File: config.mk
export PLATFORM = sky130hd
export DESIGN_NAME = min_max_contrast_stretch_unit
export DESIGN_NICKNAME = d
export VERILOG_FILES = /design/src/mmcs_pkg.sv /design/src/mmcs_ctrl.sv /design/src/mmcs_datapath.sv /design/src/min_max_contrast_stretch_unit.sv
export SDC_FILE = /design/constraint.sdc
export NUM_CORES = 1
export LEC_CHECK = 0
export BUFFER_PORTS_ARGS = -buffer_cell sky130_fd_sc_hd__buf_4
export CAP_MARGIN = 10
export CORE_MARGIN = 3
export CORE_UTILIZATION = 35
export CTS_BUF_LIST = sky130_fd_sc_hd__clkbuf_8
export CTS_CLUSTER_SIZE = 16
export DETAILED_ROUTE_END_ITERATION = 16
export GPL_TIMING_DRIVEN = 0
export PLACE_DENSITY = 0.58
export SYNTH_ARGS = -nofsm -noshare
export SYNTH_HDL_FRONTEND = slang
export SYNTH_SLANG_ARGS = --single-unit
File: constraint.sdc
create_clock -name clk -period 5.4 [get_ports clk]
set_input_delay 0.27 -clock clk [delete_from_list [all_inputs] [get_ports clk]]
set_output_delay 0.27 -clock clk [all_outputs]
set_load 0.05 [all_outputs]
File: src/mmcs_pkg.sv
// ----------------------------------------------------------------------------
// mmcs_pkg
// Types and constants shared by the min/max contrast stretch unit.
// ----------------------------------------------------------------------------
package mmcs_pkg;

  localparam int unsigned FIELD_W  = 16;  // port width of sample and result
  localparam int unsigned LEVEL_W  = 16;  // width of max_level
  localparam int unsigned QUO_BITS = 16;  // quotient bits, one per divide step
  localparam int unsigned CNT_W    = $clog2(QUO_BITS);

  localparam logic CMD_MEASURE = 1'b0;
  localparam logic CMD_APPLY   = 1'b1;

  typedef struct packed {
    logic               command;
    logic [FIELD_W-1:0] sample;
    logic               last_sample;
  } in_word_t;

  typedef struct packed {
    logic [FIELD_W-1:0] stretched;
    logic               flat_range;
    logic               last_out;
  } out_word_t;

  typedef enum logic [2:0] {
    ST_IDLE,
    ST_MULT,
    ST_PREP,
    ST_DIV,
    ST_WAIT
  } state_t;

  // controller to datapath
  typedef struct packed {
    logic measure;   // fold accepted sample into min/max
    logic load;      // capture apply operands, clear tracker if last
    logic mult;      // register the scaled numerator
    logic prep;      // seed the divider
    logic step;      // one restoring divide step
    logic publish;   // move the result into the output register
  } dp_cmd_t;

  // datapath to controller
  typedef struct packed {
    logic div_last;  // final divide step this cycle
    logic out_free;  // output register can take a word this cycle
  } dp_status_t;

endpackage

File: src/mmcs_ctrl.sv
// ----------------------------------------------------------------------------
// mmcs_ctrl
// Sequencer: accepts one word at a time and steps the datapath, for an apply
// word, through multiply, divider seed, sixteen divide steps and result hand-off.
// ----------------------------------------------------------------------------
module mmcs_ctrl (
  input  logic                clk,
  input  logic                rst_n,
  input  logic                in_valid,
  input  logic                in_command,
  output logic                in_stall,
  input  mmcs_pkg::dp_status_t status,
  output mmcs_pkg::dp_cmd_t    cmd
);

  mmcs_pkg::state_t state_r, state_nxt;

  always_ff @(posedge clk) begin
    if (!rst_n) begin
      state_r <= mmcs_pkg::ST_IDLE;
    end else begin
      state_r <= state_nxt;
    end
  end

  always_comb begin
    state_nxt = state_r;
    cmd       = '0;
    in_stall  = 1'b1;
    unique case (state_r)
      mmcs_pkg::ST_IDLE: begin
        in_stall = 1'b0;
        if (in_valid) begin
          if (in_command == mmcs_pkg::CMD_APPLY) begin
            cmd.load  = 1'b1;
            state_nxt = mmcs_pkg::ST_MULT;
          end else begin
            cmd.measure = 1'b1;
          end
        end
      end
      mmcs_pkg::ST_MULT: begin
        cmd.mult  = 1'b1;
        state_nxt = mmcs_pkg::ST_PREP;
      end
      mmcs_pkg::ST_PREP: begin
        cmd.prep  = 1'b1;
        state_nxt = mmcs_pkg::ST_DIV;
      end
      mmcs_pkg::ST_DIV: begin
        cmd.step = 1'b1;
        if (status.div_last) begin
          state_nxt = mmcs_pkg::ST_WAIT;
        end
      end
      mmcs_pkg::ST_WAIT: begin
        if (status.out_free) begin
          cmd.publish = 1'b1;
          state_nxt   = mmcs_pkg::ST_IDLE;
        end
      end
      default: begin
        state_nxt = mmcs_pkg::ST_IDLE;
      end
    endcase
  end

endmodule

File: src/mmcs_datapath.sv
// ----------------------------------------------------------------------------
// mmcs_datapath
// Min/max tracker, operand capture, multiplier, radix-2 restoring divider
// and the output register.
// ----------------------------------------------------------------------------
module mmcs_datapath #(
  parameter int unsigned SAMPLE_BITS = 16
) (
  input  logic                 clk,
  input  logic                 rst_n,
  input  mmcs_pkg::in_word_t   in_data,
  input  logic                 cfg_valid,
  input  logic                 cfg_ready,
  input  logic [mmcs_pkg::LEVEL_W-1:0] cfg_data,
  input  mmcs_pkg::dp_cmd_t    cmd,
  output mmcs_pkg::dp_status_t status,
  output logic                 out_valid,
  input  logic                 out_stall,
  output mmcs_pkg::out_word_t  out_data
);

  localparam int unsigned PROD_W = SAMPLE_BITS + mmcs_pkg::LEVEL_W;

  logic [SAMPLE_BITS-1:0] sample;

  // tracker and configuration
  logic [mmcs_pkg::LEVEL_W-1:0] max_level_r;
  logic [SAMPLE_BITS-1:0]       low_r, high_r;
  logic                         started_r;

  // apply operands
  logic [SAMPLE_BITS-1:0] diff_r, range_r;
  logic                   flat_r, zero_r, sat_r, last_r;

  // multiplier and divider
  logic [PROD_W-1:0]             prod_r;
  logic [SAMPLE_BITS-1:0]        rem_r;
  logic [mmcs_pkg::QUO_BITS-1:0] num_lo_r;
  logic [mmcs_pkg::QUO_BITS-1:0] quo_r;
  logic [mmcs_pkg::CNT_W-1:0]    cnt_r;
  logic [SAMPLE_BITS:0]          rem_sh;
  logic [SAMPLE_BITS:0]          rem_sub;
  logic                          q_bit;

  // output register
  mmcs_pkg::out_word_t out_r, out_nxt;
  logic                out_valid_r;

  assign sample = in_data.sample[SAMPLE_BITS-1:0];

  always_ff @(posedge clk) begin
    if (!rst_n) begin
      max_level_r <= mmcs_pkg::LEVEL_W'(255);
    end else if (cfg_valid && cfg_ready) begin
      max_level_r <= cfg_data;
    end
  end

  // running min/max; a last apply word clears it once its operands are taken
  always_ff @(posedge clk) begin
    if (!rst_n) begin
      low_r     <= '0;
      high_r    <= '0;
      started_r <= 1'b0;
    end else if (cmd.measure) begin
      started_r <= 1'b1;
      if (!started_r) begin
        low_r  <= sample;
        high_r <= sample;
      end else begin
        if (sample < low_r) begin
          low_r <= sample;
        end
        if (sample > high_r) begin
          high_r <= sample;
        end
      end
    end else if (cmd.load && in_data.last_sample) begin
      low_r     <= '0;
      high_r    <= '0;
      started_r <= 1'b0;
    end
  end

  always_ff @(posedge clk) begin
    if (cmd.load) begin
      diff_r  <= sample - low_r;
      range_r <= high_r - low_r;
      flat_r  <= (high_r <= low_r);
      zero_r  <= (sample <= low_r);
      sat_r   <= (sample >= high_r);
      last_r  <= in_data.last_sample;
    end
  end

  always_ff @(posedge clk) begin
    if (cmd.mult) begin
      prod_r <= PROD_W'(diff_r) * PROD_W'(max_level_r);
    end
  end

  // below the maximum the quotient is under max_level, so the upper product
  // bits are already below the range and only 16 quotient bits remain
  assign rem_sh  = {rem_r, num_lo_r[mmcs_pkg::QUO_BITS-1]};
  assign rem_sub = rem_sh - {1'b0, range_r};
  assign q_bit   = (rem_sh >= {1'b0, range_r});

  always_ff @(posedge clk) begin
    if (cmd.prep) begin
      rem_r    <= prod_r[PROD_W-1:mmcs_pkg::QUO_BITS];
      num_lo_r <= prod_r[mmcs_pkg::QUO_BITS-1:0];
      quo_r    <= '0;
    end else if (cmd.step) begin
      rem_r    <= q_bit ? rem_sub[SAMPLE_BITS-1:0] : rem_sh[SAMPLE_BITS-1:0];
      num_lo_r <= {num_lo_r[mmcs_pkg::QUO_BITS-2:0], 1'b0};
      quo_r    <= {quo_r[mmcs_pkg::QUO_BITS-2:0], q_bit};
    end
  end

  always_ff @(posedge clk) begin
    if (!rst_n) begin
      cnt_r <= '0;
    end else if (cmd.prep) begin
      cnt_r <= '0;
    end else if (cmd.step) begin
      cnt_r <= cnt_r + 1'b1;
    end
  end

  assign status.div_last = (cnt_r == mmcs_pkg::CNT_W'(mmcs_pkg::QUO_BITS - 1));
  assign status.out_free = !out_valid_r || !out_stall;

  always_comb begin
    out_nxt.flat_range = flat_r;
    out_nxt.last_out   = last_r;
    priority if (flat_r || zero_r) begin
      out_nxt.stretched = '0;
    end else if (sat_r) begin
      out_nxt.stretched = mmcs_pkg::FIELD_W'(max_level_r);
    end else begin
      out_nxt.stretched = mmcs_pkg::FIELD_W'(quo_r);
    end
  end

  always_ff @(posedge clk) begin
    if (cmd.publish) begin
      out_r <= out_nxt;
    end
  end

  always_ff @(posedge clk) begin
    if (!rst_n) begin
      out_valid_r <= 1'b0;
    end else if (cmd.publish) begin
      out_valid_r <= 1'b1;
    end else if (!out_stall) begin
      out_valid_r <= 1'b0;
    end
  end

  assign out_valid = out_valid_r;
  assign out_data  = out_r;

endmodule

File: src/min_max_contrast_stretch_unit.sv
// ----------------------------------------------------------------------------
// min_max_contrast_stretch_unit
// Two-pass linear contrast stretch: measure words track min/max, apply words
// give (sample - min) * max_level / (max - min), saturated to max_level.
//
//   channel | direction | handshake     | word
//   in_     | input     | valid / stall | mmcs_pkg::in_word_t
//   out_    | output    | valid / stall | mmcs_pkg::out_word_t
//   cfg_    | input     | valid / ready | max_level, 16 bit
//
// Measure words are taken back to back. An apply word holds off the next
// word until it has passed through capture, multiply, divider seed, 16
// steps of the radix-2 restoring divider and hand-off to the output register.
// The output register frees the controller while a word waits on out_stall.
// Reset is synchronous: max_level returns to 255 and min/max are cleared.
// ----------------------------------------------------------------------------
module min_max_contrast_stretch_unit #(
  parameter int unsigned SAMPLE_BITS = 16
) (
  input  logic                clk,
  input  logic                rst_n,
  input  logic                in_valid,
  output logic                in_stall,
  input  mmcs_pkg::in_word_t  in_data,
  output logic                out_valid,
  input  logic                out_stall,
  output mmcs_pkg::out_word_t out_data,
  input  logic                cfg_valid,
  output logic                cfg_ready,
  input  logic [mmcs_pkg::LEVEL_W-1:0] cfg_data
);

  mmcs_pkg::dp_cmd_t    cmd;
  mmcs_pkg::dp_status_t status;

  assign cfg_ready = 1'b1;

  mmcs_ctrl u_ctrl (
    .clk        (clk),
    .rst_n      (rst_n),
    .in_valid   (in_valid),
    .in_command (in_data.command),
    .in_stall   (in_stall),
    .status     (status),
    .cmd        (cmd)
  );

  mmcs_datapath #(
    .SAMPLE_BITS (SAMPLE_BITS)
  ) u_datapath (
    .clk       (clk),
    .rst_n     (rst_n),
    .in_data   (in_data),
    .cfg_valid (cfg_valid),
    .cfg_ready (cfg_ready),
    .cfg_data  (cfg_data),
    .cmd       (cmd),
    .status    (status),
    .out_valid (out_valid),
    .out_stall (out_stall),
    .out_data  (out_data)
  );

endmodule

==> results.py <==
metrics = {
    "synthesis": {
        "syn_inst": 1919,
        "synth_top_cell_area_share_pct": 21.6,
        "synth_ff_type": "edfxtp_1",
        "synth_area_per_cell_sq_um": 9.53,
        "async_flop_share_pct": 0,
        "seq_area_frac_synth_pct": 27.4,
        "synth_nets": 2324,
        "yosys.area.top_type": "fa_1",
        "syn_area_sq_um": 18300,
        "synth_edf_count": 118,
        "ys_ff_latch": 191,
        "yosys_warnings": 0,
        "synthDistinctLibCells": 67,
        "yosys-top-cells-area": "fa_1 22%, edfxtp_1 19%, ha_1 12%",
    },
    "setup_path": {
        "slowest_stage": "fa_1",
        "critPathCaptureType": "register",
        "crit_start": "u_datapath.diff_r[7]",
        "worstSetupStartpointType": "register",
        "slowest_delay_ps": 540,
        "path_buf_inv": 6,
        "r2r_slack_ps": -490,
        "crit_fanout": 5,
        "r2r-start": "u_datapath.diff_r[7]",
        "crit_family": "adder cells",
        "ff2ff_path_depth": 19,
        "cpMostUsedCell": "fa_1",
        "critPathRequiredTime_ps": 5670,
        "crit_type": "reg -> reg",
        "path_cells": "buf_6 > clkbuf_16 > nand2_4 > fa_1 > inv_2 > fa_1 > fa_1 > fa_1 > fa_1 > inv_1 > fa_1 > inv_2 > ha_4 > a21o_4 > buf_6 > a21o_1 > o41ai_4 > o211ai_1 > xnor2_1",
        "reg2reg_to": "u_datapath.prod_r[29]",
        "worstPathArrival_ps": 6160,
    },
    "routing": {
        "vias": 13990,
        "vias_per_cell": 5.02,
        "drt_iter0_markers": 745,
        "drc": 0,
        "wl_mm": 48.1,
        "drtPass1Iterations": 7,
        "drtAntennaViolNets": 0,
        "wl_per_cell_um": 17.3,
    },
    "global_routing": {
        "grt.total_usage_pct": 17.8,
        "grt_max_degree": 37,
        "grt_pass1_vias": 14454,
        "gr-total-overflow": 0,
        "grt_use_met2_pct": 30.0,
        "met3_usage_pct": 2.71,
        "antenna_found_initial": 1,
        "met1_usage_pct": 23.4,
        "grt_pass1_wl_mm": 77.9,
        "busiest_layer": "met2",
    },
    "floorplan": {
        "boundaryPins": 60,
        "dieArea_sq_um": 55100,
        "fp.dieH_um": 235,
        "fp-row-count": 83,
        "start_util_pct": 35.5,
        "die_w_um": 235,
        "core_area_sq_um": 51500,
    },
    "timing": {
        "drv_slew": 0,
        "fmax_mhz": 170,
        "period_needed_ps": 5890,
        "clock_skew_ps": 28.3,
        "post-route-period-util_pct": 109,
        "hold_viol": 0,
        "rsz0062_at_grt": "true",
        "fin_ws_ps": -488,
        "setup-tns-final_ps": -5530,
        "relSlewSlack_pct": 42.1,
        "worstMarginPinSlew_ps": 868,
        "setup_violations": 18,
    },
    "finish": {
        "finalNetCount": 2496,
        "stdcell_count": 2785,
        "fillers": 5075,
        "layout_common_cells": "270 x inv_1, 248 x nand2_1, 181 x fa_1, 155 x ha_1, 118 x edfxtp_1",
        "drive_above_1_share_pct": 15.5,
        "synthToLayoutAreaGrowth_pct": 18.8,
        "layout_commonest_cell": "inv_1",
    },
    "clock_network": {
        "clkLatencyLatePin_ps": 530,
        "clock_path_buffers": 2,
        "cts_tree": "built",
        "cts.sinks": 191,
        "cts.clk_slew.worst_paths_ps": 120,
        "numCtsBuffers": 17,
        "cts_root_buffer": "clkbuf_8",
        "htreeDepth": 4,
    },
    "min_path": {
        "min_to": "u_datapath.started_r",
        "worstHoldPathType": "in -> reg",
        "hold_depth": 4,
        "hp-start": "in_data[17]",
    },
    "run": {
        "maxCapViolations": 0,
    },
    "run_status": {
        "violations": "setup timing",
        "status": "finished, violations left",
    },
    "place": {
        "place_ws_ps": -1010,
        "routabilityCongestion": 0.857,
        "io_buffers": 57,
        "placedCellCount": 2660,
        "hpwl_mm": 37.3,
    },
}
==> through the flow <==
stage               hold WS [ps]  cell area (sq um)  utilization, %
floorplan                    369              18600               -
global placement             424              19900            38.5
detailed placement           417              19900            38.7
CTS                         6.80              21500            41.7
global route                44.6              21700            42.2
finish                      60.2              21700            42.2
==> worst min-delay path: cells and delay by family <==
| family | cells | cell delay [ps] |
|---|---|---|
| AO/OA/AOI/OAI | 1 | 60 |
| buffers and inverters | 2 | 140 |
| AND/OR/NAND/NOR | 1 | 80 |
==> logic make-up after synthesis <==
| family | count (synthesis) | share of synthesized area, % |
|---|---|---|
| muxes | 52 | 2.86 |
| DFF | 191 | 27.4 |
| buffers and inverters | 378 | 7.84 |
| AOI/OAI and AO/OA | 283 | 10.8 |
| xor gates and xnor gates | 59 | 2.82 |
| other | 1 | 0.0205 |
| adders and majority gates | 366 | 33.1 |
| and+or+nand+nor | 589 | 15.2 |
==> metal layers <==
metal,routed length [um],vias up
met2,23500,304
met4,1270,0
met3,1990,58
li1,-,6691
met1,21400,6937
met5,0,-
==> layout make-up <==
type,instances,area [sq um],share of cell area [%]
tap,680,851,3.91
sequential,191,5030,23.1
clock buffer,17,234,1.08
timing repair buffer,159,1400,6.43
multi-input combinational,1350,12400,56.9
antenna,1,2.50,0.0115
buffer,77,602,2.77
clock inverter,15,151,0.696
inverter,295,1110,5.09
==> flip-flops by register name, summed over array words and instances (netlist names) <==
signal and count:
u_datapath.range_r 16, u_datapath.prod_r 32, u_datapath.num_lo_r 16, u_datapath.out_valid 1, u_datapath.cnt_r 4, u_datapath.zero_r 1, u_datapath.sat_r 1, u_datapath.out_data 18
u_datapath.diff_r 16, u_datapath.rem_r 16, u_datapath.started_r 1, u_ctrl.state_r 3, u_datapath.high_r 16, u_datapath.last_r 1, u_datapath.flat_r 1, u_datapath.quo_r 16
u_datapath.low_r 16, u_datapath.max_level_r 16
==> synth_stat cells (19+ instances only) <==
cell type	number
mux2i_1	50
xnor2_1	40
clkbuf_1	71
o21ai_0	37
and2_1	128
fa_1	197
o21a_1	19
nand2_1	255
a21oi_1	82
a32o_1	32
a21o_1	26
ha_1	169
nor3_1	24
xor2_1	19
nor2_1	91
edfxtp_1	118
dfxtp_1	73
inv_1	294
nand3_1	27
==> how the worst max path moves through the flow <==
| stage | to | slack, ps | cells past startpoint |
|---|---|---|---|
| finish | u_datapath.prod_r[29] | -490 | 19 |
| CTS | u_datapath.prod_r[26] | -500 | 20 |
| global placement | u_datapath.prod_r[28] | -960 | 20 |
| detailed placement | u_datapath.prod_r[25] | -1010 | 19 |
| global route | u_datapath.prod_r[26] | -640 | 19 |
| floorplan | u_datapath.prod_r[26] | -90 | 19 |
==> timing repair <==
action / CTS / global route
pin swaps: 70 / 39
hold endpoints to repair: 51 / 0
setup buffers: 57 / 6
setup endpoints to repair: 20 / 20
gates resized for setup: 120 / 67
cloned: 2 / 0
hold buffers: 34 / 0
Power is left out: the tool's default activity adds up to more than one toggle a clock period on the data nets, which glitch-free logic cannot reach.
